$ cat config.mk
export PLATFORM = sky130hd
export DESIGN_NAME = spf_div
export DESIGN_NICKNAME = d
export VERILOG_FILES = /design/src/hdl/spf_pkg.sv /design/src/hdl/spf_div.sv
export SDC_FILE = /design/constraint.sdc
export NUM_CORES = 1
export LEC_CHECK = 0
export ABC_CLOCK_PERIOD_IN_PS = 3400
export BUFFER_PORTS_ARGS = -buffer_cell sky130_fd_sc_hd__buf_2
export CORE_AREA = 2 2 90 92
export CTS_CLUSTER_DIAMETER = 50
export DETAILED_ROUTE_END_ITERATION = 6
export DIE_AREA = 0 0 92 94
export GPL_ROUTABILITY_DRIVEN = 0
export HOLD_SLACK_MARGIN = 0.05
export PLACE_DENSITY = 0.44
export REMOVE_ABC_BUFFERS = 1
export SLEW_MARGIN = 15
export SYNTH_ARGS = -nofsm -noshare
export SYNTH_HDL_FRONTEND = slang
export SYNTH_SLANG_ARGS = --single-unit
$ cat constraint.sdc
create_clock -name clk -period 3.4 [get_ports clk]
set_input_delay 0.51 -clock clk [delete_from_list [all_inputs] [get_ports clk]]
set_output_delay 0.51 -clock clk [all_outputs]
set_load 0.01 [all_outputs]
$ cat src/hdl/spf_pkg.sv
// ============================================================================
// spf_pkg
// Shared widths, divider handshake types and the sequencer microprogram for
// the smallest-prime-factor factorizer.
// ============================================================================
`default_nettype none

package spf_pkg;

    // Width of the value and factor fields
    localparam int FIELD_W   = 12;
    // Default table span (values below this are factored)
    localparam int MAX_N_DEF = 4096;
    // Largest table the field width can ever address
    localparam int TABLE_CAP = 1 << FIELD_W;

    // Divider request and response
    typedef struct packed {
        logic               start;
        logic [FIELD_W-1:0] dividend;
        logic [FIELD_W-1:0] divisor;
    } div_req_t;

    typedef struct packed {
        logic               busy;
        logic [FIELD_W-1:0] quotient;
    } div_rsp_t;

    // Microprogram step address
    localparam int STEP_W = 5;
    typedef logic [STEP_W-1:0] step_t;

    // Table memory operation of a step
    typedef enum logic [2:0] {
        MEM_NONE,
        MEM_RD_I,
        MEM_RD_J,
        MEM_RD_V,
        MEM_WR_INDEX,
        MEM_WR_SIEVE
    } mem_op_t;

    // Sieve walk register j
    typedef enum logic [2:0] {
        J_HOLD,
        J_CLR,
        J_INC,
        J_SQ,
        J_ADD_I
    } j_op_t;

    // Sieve base register i
    typedef enum logic [1:0] {
        I_HOLD,
        I_SET2,
        I_INC
    } i_op_t;

    // Working value register v
    typedef enum logic [1:0] {
        V_HOLD,
        V_IN,
        V_QUOT
    } v_op_t;

    // Result register load
    typedef enum logic [1:0] {
        O_NONE,
        O_FACTOR,
        O_EMPTY
    } out_op_t;

    // Branch condition
    typedef enum logic [3:0] {
        C_NEVER,
        C_ALWAYS,
        C_J_NOT_LAST,
        C_I_SQ_OVER,
        C_NOT_PRIME,
        C_J_NEXT_IN,
        C_NO_INPUT,
        C_TRIVIAL,
        C_DIV_BUSY,
        C_OUT_STALL,
        C_V_NOT_ONE
    } cond_t;

    // One control word. With wait_en set, a true condition holds the step
    // and suppresses its register actions, but not its table memory operation.
    typedef struct packed {
        mem_op_t mem_op;
        j_op_t   j_op;
        i_op_t   i_op;
        v_op_t   v_op;
        out_op_t out_op;
        logic    div_start;
        logic    ld_p;
        logic    in_rdy;
        logic    wait_en;
        cond_t   cond;
        step_t   target;
    } uword_t;

    // Step addresses
    localparam step_t ST_INIT_CLR  = 5'd0;
    localparam step_t ST_INIT_FILL = 5'd1;
    localparam step_t ST_I_SET     = 5'd2;
    localparam step_t ST_I_READ    = 5'd3;
    localparam step_t ST_I_TEST    = 5'd4;
    localparam step_t ST_J_READ    = 5'd5;
    localparam step_t ST_J_MARK    = 5'd6;
    localparam step_t ST_I_NEXT    = 5'd7;
    localparam step_t ST_IDLE      = 5'd8;
    localparam step_t ST_CHECK     = 5'd9;
    localparam step_t ST_V_READ    = 5'd10;
    localparam step_t ST_DIV_GO    = 5'd11;
    localparam step_t ST_DIV_WAIT  = 5'd12;
    localparam step_t ST_EMIT      = 5'd13;
    localparam step_t ST_LOOP      = 5'd14;
    localparam step_t ST_DONE      = 5'd15;
    localparam step_t ST_EMPTY     = 5'd16;
    localparam step_t ST_EMPTY_END = 5'd17;

    localparam uword_t UW_NOP = '{
        mem_op:    MEM_NONE,
        j_op:      J_HOLD,
        i_op:      I_HOLD,
        v_op:      V_HOLD,
        out_op:    O_NONE,
        div_start: 1'b0,
        ld_p:      1'b0,
        in_rdy:    1'b0,
        wait_en:   1'b0,
        cond:      C_NEVER,
        target:    ST_INIT_CLR
    };

    // Microprogram ROM
    function automatic uword_t ucode(step_t s);
        uword_t w;
        w = UW_NOP;
        unique case (s)
            // Fill every entry with its own index
            ST_INIT_CLR:
            begin
                w.j_op = J_CLR;
            end
            ST_INIT_FILL:
            begin
                w.mem_op = MEM_WR_INDEX;
                w.j_op   = J_INC;
                w.cond   = C_J_NOT_LAST;
                w.target = ST_INIT_FILL;
            end
            // Sieve over bases i while i*i stays inside the table
            ST_I_SET:
            begin
                w.i_op = I_SET2;
            end
            ST_I_READ:
            begin
                w.mem_op = MEM_RD_I;
                w.cond   = C_I_SQ_OVER;
                w.target = ST_IDLE;
            end
            ST_I_TEST:
            begin
                w.j_op   = J_SQ;
                w.cond   = C_NOT_PRIME;
                w.target = ST_I_NEXT;
            end
            ST_J_READ:
            begin
                w.mem_op = MEM_RD_J;
            end
            ST_J_MARK:
            begin
                w.mem_op = MEM_WR_SIEVE;
                w.j_op   = J_ADD_I;
                w.cond   = C_J_NEXT_IN;
                w.target = ST_J_READ;
            end
            ST_I_NEXT:
            begin
                w.i_op   = I_INC;
                w.cond   = C_ALWAYS;
                w.target = ST_I_READ;
            end
            // Wait for a value
            ST_IDLE:
            begin
                w.in_rdy  = 1'b1;
                w.v_op    = V_IN;
                w.wait_en = 1'b1;
                w.cond    = C_NO_INPUT;
                w.target  = ST_IDLE;
            end
            ST_CHECK:
            begin
                w.cond   = C_TRIVIAL;
                w.target = ST_EMPTY;
            end
            // Look up, divide, emit, repeat
            ST_V_READ:
            begin
                w.mem_op = MEM_RD_V;
            end
            ST_DIV_GO:
            begin
                w.div_start = 1'b1;
                w.ld_p      = 1'b1;
            end
            ST_DIV_WAIT:
            begin
                w.wait_en = 1'b1;
                w.cond    = C_DIV_BUSY;
                w.target  = ST_DIV_WAIT;
            end
            ST_EMIT:
            begin
                w.out_op  = O_FACTOR;
                w.v_op    = V_QUOT;
                w.wait_en = 1'b1;
                w.cond    = C_OUT_STALL;
                w.target  = ST_EMIT;
            end
            ST_LOOP:
            begin
                w.cond   = C_V_NOT_ONE;
                w.target = ST_V_READ;
            end
            ST_DONE:
            begin
                w.cond   = C_ALWAYS;
                w.target = ST_IDLE;
            end
            // Single result for a value with no factors
            ST_EMPTY:
            begin
                w.out_op  = O_EMPTY;
                w.wait_en = 1'b1;
                w.cond    = C_OUT_STALL;
                w.target  = ST_EMPTY;
            end
            ST_EMPTY_END:
            begin
                w.cond   = C_ALWAYS;
                w.target = ST_IDLE;
            end
            default:
            begin
                w.cond   = C_ALWAYS;
                w.target = ST_IDLE;
            end
        endcase
        return w;
    endfunction

endpackage

`default_nettype wire

$ cat src/hdl/spf_div.sv
// ============================================================================
// spf_div
// Restoring divider, one quotient bit per cycle. Busy from a start until the
// last bit is in; the quotient register is final once busy drops.
// ============================================================================
`default_nettype none

module spf_div (
    input  wire logic              clk,
    input  wire logic              rst_n,
    input  spf_pkg::div_req_t      req,
    output spf_pkg::div_rsp_t      rsp
);
    import spf_pkg::*;

    localparam int CW = $clog2(FIELD_W + 1);

    logic [FIELD_W-1:0] rem_reg;
    logic [FIELD_W-1:0] rem_next;
    logic [FIELD_W-1:0] quot_reg;
    logic [FIELD_W-1:0] quot_next;
    logic [FIELD_W-1:0] dsr_reg;
    logic [FIELD_W-1:0] dsr_next;
    logic [CW-1:0]      cnt_reg;
    logic [CW-1:0]      cnt_next;
    logic [FIELD_W:0]   trial;

    // Trial subtract of the shifted partial remainder
    assign trial = {rem_reg, quot_reg[FIELD_W-1]} - {1'b0, dsr_reg};

    // Load on start, then shift one bit per cycle
    always_comb
    begin
        rem_next  = rem_reg;
        quot_next = quot_reg;
        dsr_next  = dsr_reg;
        cnt_next  = cnt_reg;
        if (req.start)
        begin
            rem_next  = '0;
            quot_next = req.dividend;
            dsr_next  = req.divisor;
            cnt_next  = CW'(FIELD_W);
        end
        else if (cnt_reg != '0)
        begin
            cnt_next = cnt_reg - 1'b1;
            if (!trial[FIELD_W])
            begin
                rem_next  = trial[FIELD_W-1:0];
                quot_next = {quot_reg[FIELD_W-2:0], 1'b1};
            end
            else
            begin
                rem_next  = {rem_reg[FIELD_W-2:0], quot_reg[FIELD_W-1]};
                quot_next = {quot_reg[FIELD_W-2:0], 1'b0};
            end
        end
    end

    // Hold the step count
    always_ff @(posedge clk or negedge rst_n)
    begin
        if (!rst_n)
        begin
            cnt_reg <= '0;
        end
        else
        begin
            cnt_reg <= cnt_next;
        end
    end

    // Hold the datapath
    always_ff @(posedge clk)
    begin
        rem_reg  <= rem_next;
        quot_reg <= quot_next;
        dsr_reg  <= dsr_next;
    end

    assign rsp.busy     = (cnt_reg != '0);
    assign rsp.quotient = quot_reg;

endmodule

`default_nettype wire

# Word level (Yosys, flattened, before mapping)
# Cells that the tools add are included.
dict set report classes {
  addsub 2
  magnitude_cmp 0
  shift 0
  n_eq_ne 0
  div 0
  bitwise 0
  n_reduce_logical 2
  multipliers 0
  n_mux 6
}
# op count
set ops {}
lappend ops {{$mux W12} 3}
lappend ops {{$sub A13 B12 Y13} 1}
lappend ops {{$mux W4} 2}
lappend ops {{$reduce_bool A4 Y1} 1}
lappend ops {{$sub A4 B1 Y4 const B} 1}
lappend ops {{$reduce_bool A2 Y1} 1}
lappend ops {{$mux W1} 1}
dict set report totals {
  out_inout_bits 13
  register_bits 40
  n_memories 0
  romBits 0
  elab_cells 14
  latchBits 0
  input_bits 27
  mem_bits_rw 0
}

# Logic depth before layout (Yosys ltp)
# Gate-level depths: netlist of the first run.
dict set report logic_depth {
  depth_word 4
  ltp_mapped 12
  ltp_nobuf 11
}

# Worst setup path after synthesis of the first run
# OpenSTA, ideal clock, no wires.
dict set report synth_path {
  path_kind {flip-flop to flip-flop}
  from {register quot_reg[11]}
  to {register rem_reg[0]}
  setup_ns 0.091
  setup_slack_ns 0.868
  path_stages_with_launch 13
  path_buffers 1
  arrival_time_ns 2.441
  cell_sequence {edfxtp_1 -> inv_1 -> ha_1 -> inv_1 -> fa_1 -> a211oi_1 -> o21ai_1 -> nand2_2 -> o311a_4 -> and2_4 -> buf_6 -> nand2_1 -> a311oi_1}
}
dict set report synth_via {
  elab_chain_cells 2
}
# element line_no
set synth_rtl {}
lappend synth_rtl {{from (decl)} spf_div.sv:20} ;# logic [FIELD_W-1:0] quot_reg;
lappend synth_rtl {{from (signal assigned)} spf_div.sv:78} ;# quot_reg <= quot_next;
lappend synth_rtl {{$sub A13 B12 Y13} spf_div.sv:29} ;# assign trial = {rem_reg, quot_reg[FIELD_W-1]} - {1'b0, dsr_reg};
lappend synth_rtl {{$mux W12 (*)} spf_div.sv:48} ;# if (!trial[FIELD_W])
lappend synth_rtl {{to (signal assigned)} spf_div.sv:77} ;# rem_reg <= rem_next;
lappend synth_rtl {{to (decl)} spf_div.sv:18} ;# logic [FIELD_W-1:0] rem_reg;
# Every way passes the cells marked *; elsewhere a longest branch is shown, timed or not.
# A chain may end at the register's enable or synchronous reset.

# Final worst setup path of the first run
dict set report layout_path {
  from {register quot_reg[11]}
  to {register rem_reg[6]}
}
dict set report layout_via {
  elab_chain_cells 2
}
# element line_no
set layout_rtl {}
lappend layout_rtl {{$sub A13 B12 Y13} spf_div.sv:29}
lappend layout_rtl {{$mux W12} spf_div.sv:48}
# No other way between the ends.

==> key figures, run 1 <==
Timing
  • Setup TNS: 0 ps
  • Max frequency: 371 MHz
  • Min Hold Slack: 369 ps
  • RSZ-0062 raised after global routing: no
  • Final setup fails: 0
  • Final hold violation count: 0
  • Fin. max-slew vios: 0
  • Slew HR: 0.624
  • Final Critical Period: 2700 ps
  • Fin crit share: 0.793
  • Setup Skew: 17.7 ps
  • Slew @ Worst Pin: 559 ps

Synthesis
  • Syn_area_per_cell: 10.8 um2
  • Number of synthesized flops with an enable pin: 24
  • Mapped cell area: 2240 um2
  • Register area share after synthesis: 0.474
  • Seq cells post-synth: 40
  • Async S/R FF share, synth: 0.100
  • Synth Flop Type: edfxtp_1
  • YS warnings: 0
  • Unique masters post-synth: 46
  • Post-Syn Instances: 208

Route
  • Sum of routed wire length over all layers: 4770 um
  • Top Layer Used: met4
  • Average routed wire per standard cell: 13.5 um
  • Drt drc: 0
  • Metal3 WL: 148 um
  • Vias per inst: 4.65
  • Detail Route Antenna Nets: 0
  • M1 WL: 2370 um
  • Via count: 1,641
  • Met2 WL: 2170 um
  • Initial drt markers: 90
  • Drt first pass iters: 4

Critical path
  • Top delay family on crit path: compound AO/OA/AOI/OAI gates
  • Worst Setup SP: quot_reg[11]
  • Setup CP Type: reg2reg
  • CP required: 3610 ps
  • Crit path cell chain: inv_1, ha_1, inv_1, fa_1, a211oi_1, o21ai_1, nand2_2, o311a_4, and2_4, a21oi_1, a211oi_1
  • Max stage delay on crit path: 420 ps
  • Crit path max fanout: 10
  • Stages on worst setup path: 11
  • Crit-path slowest cell: fa_1
  • WP buf/inv: 2
  • Reg2reg end: rem_reg[6]
  • Critical Path Sink: rem_reg[6]
  • CP Launch Type: flip-flop
  • Worst R2R Setup Slack: 700 ps
  • WP data arrival: 2910 ps
  • CP Capture Type: flip-flop
  • Reg2reg path depth: 11
  • Reg2reg start: quot_reg[11]

Die
  • Area of the die: 8650 um2
  • Die H: 94 um
  • Area of the core: 7610 um2
  • Initial Utilization: 0.294
  • I/O Pins: 40
  • # rows: 32
  • Die width: 92 um

Cells and area
  • Layout area overhead: 17.9%
  • Most common cell after layout, fill and taps aside: buf_2
  • Most frequent cells in the layout: buf_2 (39), edfxtp_1 (24), inv_1 (20)
  • Layout cells sized above 1: 0.263
  • Filler cells: 817
  • # diodes: 0
  • Net count, final: 292

Place
  • Port bufs: 39
  • Final HPWL DP: 3440 um

Clocking
  • Clock Pin Slew Worst Setup and Hold Paths: 90 ps
  • CTS Buf Count: 5
  • Clock Sinks: 40
  • Max Buffers Root-to-Sink: 2
  • # H-tree levels: 2
  • Root buf cell: clkbuf_8
  • CTS tree: done
  • Worst-Skew Late Latency: 310 ps

Power and ir drop
  • Gate power share: 0.473
  • Pwr Density: 731 nW/um2
  • Sw Pwr: 0.000752 W
  • VDD IR max: 0.225 mV
  • Clock Power Share: 0.167
  • Tot Pwr: 0.00193 W
  • P_leak: 1.11 nW
  • Internal power: 0.00118 W
  • Seq pwr share: 0.360
  • Switching part of the total: 0.390

GRT
  • Vias in the first global route: 1,683
  • Initial antenna violation count: 0
  • Global-route wire length before repair: 8070 um
  • GRT overflow: 0
  • All-layer global routing usage: 0.121
  • Largest net degree at the start of global routing: 31

Status
  • Status: completed

Flow run
  • Max-Cap Viols: 0

Hold path
  • Hold Path Class: in2reg
[worst min-delay path by stage]
stage,startpoint,endpoint,slack (ps),cells past startpoint
finish,req[11],dsr_reg[11],370,1
global route,req[0],dsr_reg[0],360,1
CTS,req[0],dsr_reg[0],370,1
detailed placement,rst_n,cnt_reg[1],320,1
global placement,rst_n,cnt_reg[1],320,1
floorplan,rst_n,cnt_reg[0],210,0
[cells by family after synthesis]
logic type / share of synthesized area
XOR/XNOR: 0.0352
buffers and inverters: 0.0492
multiplexers: 0.0732
adder cells (fa/ha/maj): 0.0872
flip-flops: 0.474
AO/OA/AOI/OAI: 0.189
AND/OR/NAND/NOR: 0.0927
[final cells by class]
cell class	count	area, um2	share of cell area
Timing Repair Buffer	42	220	0.0834
Multi-Input combinational cell	141	1070	0.405
Inverter	20	75.1	0.0284
Clock inverter	3	18.8	0.00711
Sequential cell	40	1060	0.402
Clock buffer	5	68.8	0.0261
Tap cell	102	128	0.0483
[per-stage QoR]
step | instance area, um2 | util | setup WS, ps | std cells
global placement | 2540 | 0.334 | 784 | 344
CTS | 2640 | 0.347 | 696 | 353
finish | 2640 | 0.347 | 702 | 353
global route | 2640 | 0.347 | 480 | 353
floorplan | 2200 | - | 926 | 201
detailed placement | 2540 | 0.334 | 734 | 344
[repair_timing]
action	in CTS	in global routing
gates resized for setup	0	0
hold buffers	1	0
buffers inserted	0	0
hold endpoints to repair	4	0
[layer usage]
metal,track usage,vias up
met5,0,-
met4,0.0473,0
met3,0.0305,5
met2,0.186,23
met1,0.162,769
li1,-,844
[synthesized netlist by cell type, types with 3 or more instances]
library cell | instances | area, um2
a211oi_1 | 10 | 75.1
xnor2_1 | 7 | 61.3
inv_1 | 20 | 75.1
edfxtp_1 | 24 | 721
nand3_1 | 3 | 15.0
nand2b_1 | 5 | 31.3
a21o_1 | 3 | 22.5
mux2i_1 | 4 | 40.0
o21ai_0 | 8 | 40.0
nor2_1 | 13 | 48.8
clkbuf_1 | 5 | 18.8
mux2_2 | 11 | 124
ha_1 | 14 | 175
o21a_1 | 3 | 22.5
a21oi_1 | 14 | 70.1
dfxtp_1 | 12 | 240
dfrtp_1 | 4 | 100
nand2_1 | 11 | 41.3
[power groups by stage]
stage	Clock [W]	Combinational (W)	Sequential, W
final	0.000323	0.000912	0.000694
after global routing	0.000350	0.00103	0.000712
after CTS	0.000338	0.000916	0.000695
after detailed placement	0	0.000907	0.000706
after global placement	0	0.000912	0.000706
after floorplan	0	0.000694	0.000699
Note: power is estimated with default switching activity, not from simulation.
==> inputs of run 2 (changes only) <==
- ABC_CLOCK_PERIOD_IN_PS: 3400 -> 2400
- PLACE_DENSITY: 0.44 -> 0.46
- clock period: 3.4 -> 2.4 ns (I/O delays scaled with it)
==> run 2 against run 1 <==
Effect of this change: the flow now finishes with violations (setup timing); largest cell class unchanged; non-clock buffer count grew 22; via count is 6.3% higher; worst setup slack worse by 710 ps; hold slack got worse by 140 ps; combinational power up 84%; fmax increased by 12%; wire length is 5.5% higher; clock-buffer cell count increased by 1.
==> key figures, run 2 (same netlist as run 1, synthesis figures left out) <==
Status
  • Status: complete, but fails checks
  • Failing checks: setup timing

Place
  • Final HPWL DP: 3640 um (+5.8%)
  • Dpl cells: 362 (+5.2%)
  • Port bufs: 39 (unchanged)
  • Post-Place Setup Slack: -133 ps (-867 ps)

Die
  • Area of the core: 7610 um2 (unchanged)
  • Die width: 92 um (unchanged)
  • I/O Pins: 40 (unchanged)
  • Initial Utilization: 0.294 (unchanged)
  • Area of the die: 8650 um2 (unchanged)
  • Die H: 94 um (unchanged)
  • # rows: 32 (unchanged)

Critical path
  • Crit path max fanout: 8 (-2)
  • Reg2reg end: rem_reg[5]
  • Crit path cell chain: inv_1, ha_2, inv_2, fa_2, a211oi_2, buf_4, o21ai_4, nand2_4, o311a_4, nand2_4, mux2i_1, a211oi_1
  • CP most frequent cell: nand2_4
  • Top delay family on crit path: compound AO/OA/AOI/OAI gates
  • CP Launch Type: flip-flop
  • Reg2reg start: quot_reg[11]
  • WP buf/inv: 3 (+1)
  • Max stage delay on crit path: 390 ps (-30 ps)
  • CP Capture Type: flip-flop
  • Crit-path slowest cell: edfxtp_1
  • Reg2reg path depth: 12 (+1)
  • CP required: 2620 ps (-990 ps)
  • Worst R2R Setup Slack: -10 ps (-710 ps)
  • Setup CP Type: reg2reg
  • WP data arrival: 2630 ps (-280 ps)

Hold path
  • Hold depth: 1 (unchanged)
  • Hold endpoint: dsr_reg[4]
  • Hold Path Class: in2reg
  • Hold path start: req[4]

Cells and area
  • Finished Core Util: 0.385 (+0.0375)
  • Multi-input gate area: 1170 um2 (+10%)
  • Net count, final: 315 (+7.9%)
  • Most frequent cells in the layout: buf_2 (39), edfxtp_1 (24), buf_4 (23)
  • Layout Cells excl Fill: 376 (+6.5%)
  • # diodes: 0 (unchanged)
  • Filler cells: 810 (-0.86%)
  • FF+latch area: 1060 um2 (unchanged)
  • Most common cell after layout, fill and taps aside: buf_2
  • Layout area overhead: 30.6%
  • Layout cells sized above 1: 0.387 (+0.124)

Clocking
  • Max Buffers Root-to-Sink: 2 (unchanged)
  • Clock Sinks: 40 (unchanged)
  • Root buf cell: clkbuf_8
  • CTS tree: done
  • Clock Pin Slew Worst Setup and Hold Paths: 90 ps (about the same)
  • Worst-Skew Late Latency: 300 ps (about the same)
  • CTS Buf Count: 5 (unchanged)
  • # H-tree levels: 2 (unchanged)

Route
  • Sum of routed wire length over all layers: 5030 um (+5.5%)
  • Drt first pass iters: 4 (unchanged)
  • Detail Route Antenna Nets: 0 (unchanged)
  • Vias per inst: 4.64 (-0.22%)
  • Initial drt markers: 63 (-30%)
  • Drt drc: 0 (unchanged)
  • Average routed wire per standard cell: 13.4 um (-1.0%)
  • Via count: 1,744 (+6.3%)

GRT
  • Global-route wire length before repair: 8070 um (about the same)
  • GRT overflow: 0 (unchanged)
  • All-layer global routing usage: 0.119 (-0.00107)
  • Largest net degree at the start of global routing: 21 (-32%)
  • Initial antenna violation count: 0 (unchanged)
  • Vias in the first global route: 1,706 (+1.4%)

Timing
  • Fin. max-slew vios: 0 (unchanged)
  • Fin crit share: 1.00 (+0.211)
  • Setup WS post-layout: -10.6 ps (-713 ps)
  • Setup Skew: 10.0 ps (-7.68 ps)
  • RSZ-0062 raised after global routing: yes
  • Slew HR: 0.622 (-0.00267)
  • Max frequency: 415 MHz (+12%)
  • Final hold violation count: 0 (unchanged)
  • Final Critical Period: 2410 ps (-287 ps)
  • Final setup fails: 2 (+2)
  • Setup TNS: -14.1 ps (-14.1 ps)
  • Slew @ Worst Pin: 562 ps (+2.85 ps)

Power and ir drop
  • VDD IR max: 0.289 mV (+29%)
  • Pwr Density: 1080 nW/um2 (+47%)
  • P_leak: 1.25 nW (+13%)
  • Tot Pwr: 0.00315 W (+63%)

Flow run
  • Max-Cap Viols: 0 (unchanged)
==> run 2: cell types whose count changed in the layout (fill, tap and decap cells not counted), sizes merged <==
cell and change:
buf +22, and2 +1, clkbuf +1, clkinv -1
==> run 2: area by class of cell <==
cell class	count	share of cell area
multi-input cells	142	0.402
well taps	102	0.0436
inverters	20	0.0257
repair buffers	64	0.133
clock buffers	6	0.0282
flip-flops and latches	40	0.363
clock inverters	2	0.00513
==> run 2: worst reg2reg max path, delay by kind of cell (launching register included) <==
kind / cells / cell delay (ps)
AO/OA/AOI/OAI: 4 / 770
adder cells (fa/ha/maj): 2 / 530
flip-flops: 1 / 390
buffers and inverters: 3 / 270
AND/OR/NAND/NOR: 2 / 220
multiplexers: 1 / 140
==> run 2: report_power, final <==
part           switching (W)  internal (W)
logic               0.000868      0.000813
registers          0.0000967      0.000884
clock network       0.000257      0.000233
==> run 2: repair_timing <==
item / in CTS / in global routing
setup buffers: 2 / 2
gates resized for setup: 6 / 19
pin swaps: 4 / 21
endpoints found under the hold margin: 4 / 0
gates cloned: 1 / 0
endpoints found under the setup margin: 13 / 13
hold buffers: 1 / 0
==> run 2: how the worst max path moves through the flow <==
stage	from	endpoint	slack, ps	cells after the start
after floorplan	quot_reg[11]	rem_reg[0]	-70	11
after global placement	quot_reg[11]	rem_reg[9]	-80	12
after detailed placement	quot_reg[11]	rem_reg[6]	-130	12
after CTS	quot_reg[11]	rem_reg[10]	20	12
after global routing	quot_reg[11]	rem_reg[10]	-150	12
final	quot_reg[11]	rem_reg[5]	-10	12
==> run 2: per-stage QoR <==
step | hold slack, ps | instance area (um2)
floorplan | 64.4 | 2200
global placement | 174 | 2680
detailed placement | 174 | 2680
CTS | 218 | 2830
global route | 212 | 2930
finish | 225 | 2930
==> run 2: metal layers <==
| metal | GRT usage | part of all wire | vias up |
|---|---|---|---|
| li1 | - | - | 893 |
| met1 | 0.162 | 0.50 | 817 |
| met2 | 0.189 | 0.45 | 28 |
| met3 | 0.0257 | 0.035 | 6 |
| met4 | 0.0410 | 0.016 | 0 |
| met5 | 0 | 0 | - |
==> inputs of run 3 (changes only) <==
- CORE_AREA: 2 2 90 92 -> 2 2 98 100
- DIE_AREA: 0 0 92 94 -> 0 0 100 102
- PLACE_DENSITY: 0.46 -> 0.4
==> run 3 against run 2 <==
Effect of this change: the flow now finishes without violations; wire length increased by 1.1%; clock power increased by 37%; combinational power decreased by 9%; final cell count increased by 1.1%; fmax increased by 3.5%; design area decreased by 1.6%; largest power group unchanged.
==> key figures, run 3 (same netlist as run 1, synthesis figures left out) <==
Clocking
  • # H-tree levels: 2 (unchanged)
  • Worst-Skew Late Latency: 290 ps (about the same)
  • CTS tree: done
  • Max Buffers Root-to-Sink: 2 (unchanged)
  • Clock Sinks: 40 (unchanged)
  • CTS Buf Count: 5 (unchanged)
  • Clock Pin Slew Worst Setup and Hold Paths: 80 ps (about the same)
  • Root buf cell: clkbuf_8

Timing
  • Setup WS post-layout: 70.4 ps (+81.0 ps)
  • Setup Skew: 6.00 ps (-4.03 ps)
  • Final hold violation count: 0 (unchanged)
  • RSZ-0062 raised after global routing: yes
  • Slew HR: 0.657 (+0.0359)
  • Final Critical Period: 2330 ps (-81.0 ps)
  • Slew @ Worst Pin: 513 ps (-49.1 ps)
  • Fin. max-slew vios: 0 (unchanged)
  • Setup TNS: 0 ps (+14.1 ps)
  • Final setup fails: 0 (-2)
  • Fin crit share: 0.971 (-0.0337)
  • Max frequency: 429 MHz (+3.5%)
  • Min Hold Slack: 234 ps (+9.16 ps)

Critical path
  • Crit-path slowest cell: edfxtp_1
  • CP most frequent cell: nand2_2
  • CP required: 2600 ps (-20 ps)
  • Crit path cell chain: inv_1, ha_2, inv_2, fa_2, a211oi_4, o21ai_2, nand2_2, o311a_4, and2_4, nand2_2, a311oi_1
  • Reg2reg start: quot_reg[11]
  • Top delay family on crit path: compound AO/OA/AOI/OAI gates
  • CP Capture Type: flip-flop
  • WP data arrival: 2530 ps (-100 ps)
  • CP Launch Type: flip-flop
  • Max stage delay on crit path: 390 ps (about the same)
  • Setup CP Type: reg2reg
  • Worst Setup SP: quot_reg[11]
  • Crit path max fanout: 5 (-3)
  • WP buf/inv: 2 (-1)

Cells and area
  • Layout area overhead: 28.5%
  • Most frequent cells in the layout: buf_2 (39), edfxtp_1 (24), inv_1 (19), buf_4 (19)
  • Finished Core Util: 0.316 (-0.0685)
  • Most common cell after layout, fill and taps aside: buf_2
  • Net count, final: 310 (-1.6%)
  • Layout cells sized above 1: 0.349 (-0.0374)
  • # diodes: 0 (unchanged)

Route
  • Vias per inst: 4.57 (-1.5%)
  • Via count: 1,736 (-0.46%)
  • Average routed wire per standard cell: 13.4 um (about the same)
  • M1 WL: 2470 um (-1.6%)
  • Initial drt markers: 46 (-27%)
  • Detail Route Antenna Nets: 0 (unchanged)
  • Top Layer Used: met4
  • Drt first pass iters: 4 (unchanged)
  • Drt drc: 0 (unchanged)
  • Metal3 WL: 264 um (+49%)
  • Sum of routed wire length over all layers: 5080 um (+1.1%)
  • Met2 WL: 2320 um (+2.3%)

GRT
  • Largest net degree at the start of global routing: 24 (+14%)
  • GRT overflow: 0 (unchanged)
  • Initial antenna violation count: 0 (unchanged)
  • All-layer global routing usage: 0.106 (-0.0132)
  • Vias in the first global route: 1,759 (+3.1%)
  • Global-route wire length before repair: 8450 um (+4.8%)

Power and ir drop
  • VDD IR max: 0.369 mV (+28%)
  • Pwr Density: 1110 nW/um2 (+2.6%)
  • P_leak: 1.23 nW (-2.2%)

Die
  • Area of the core: 9110 um2 (+20%)
  • Die H: 102 um (+8.5%)
  • Die width: 100 um (+8.7%)
  • # rows: 35 (+9.4%)
  • Area of the die: 10,200 um2 (+18%)
  • Initial Utilization: 0.246 (-0.0485)
  • I/O Pins: 40 (unchanged)

Hold path
  • Hold path start: req[4]
  • Hold Path Class: in2reg

Status
  • Status: completed

Place
  • Post-Place Setup Slack: -159 ps (-26.2 ps)
  • Final HPWL DP: 3750 um (+3.1%)
  • Port bufs: 39 (unchanged)

Flow run
  • Max-Cap Viols: 0 (unchanged)
[run 3: cell count changes in the layout (fill, tap and decap cells not counted), moves of 2 or more]
cell and change:
buf_4 -4, bufinv_16 +2, clkinvlp_4 -2, a211oi_2 -3, a211oi_1 +2, a21oi_2 -3
nand2_2 +2, a21oi_1 +4
[run 3: cell type report]
type,instances,area (um2)
clock buffer,6,72.6
clock inverter,2,60.1
fill,956,6230
inverter,20,75.1
multi-input combinational,142,1120
sequential,40,1060
tap,111,139
timing repair buffer,59,348
[run 3: where the power goes]
group / leakage, nW / switching [W] / internal (W)
Combinational: 0.771 / 0.000790 / 0.000745
Clock: 0.0654 / 0.000253 / 0.000416
Sequential: 0.389 / 0.0000958 / 0.000885
Total: 1.23 / 0.00114 / 0.00205
[run 3: routing by layer]
metal  GRT usage  vias up
met1       0.138      810
met5           0        -
met2       0.173       37
met3      0.0328        5
li1            -      884
met4      0.0285        0
[run 3: repair_timing]
action / CTS / global route
hold buffers: 1 / 0
hold endpoints to repair: 4 / 0
endpoints found under the setup margin: 13 / 13
gates cloned: 1 / 0
gates resized for setup: 5 / 8
buffers inserted: 1 / 1
pin swaps: 3 / 10
[run 3: worst paths after layout]
| kind | end | slack, ps | depth (start not counted) |
|---|---|---|---|
| setup / recovery | rem_reg[10] | 70 | 11 |
| hold / removal | dsr_reg[4] | 230 | 1 |
| setup reg to reg | rem_reg[10] | 70 | 11 |
| hold reg to reg | rem_reg[8] | 490 | 2 |
| max in group asynchronous | cnt_reg[3] | 1890 | 2 |
| min in group asynchronous | cnt_reg[2] | 390 | 2 |
[run 3: worst reg2reg max path: stages (launching register included)]
cell,delay [ps]
edfxtp_1,390
inv_1,70
ha_2,180
inv_2,40
fa_2,360
a211oi_4,250
o21ai_2,90
nand2_2,130
o311a_4,220
and2_4,210
nand2_2,60
a311oi_1,240
[run 3: metrics by stage]
step,power [W],std cells,cell area [um2]
after floorplan,0.00197,201,2200
after global placement,0.00243,368,2670
after detailed placement,0.00241,368,2670
after CTS,0.00316,379,2840
after global routing,0.00343,380,2880
final,0.00318,380,2880
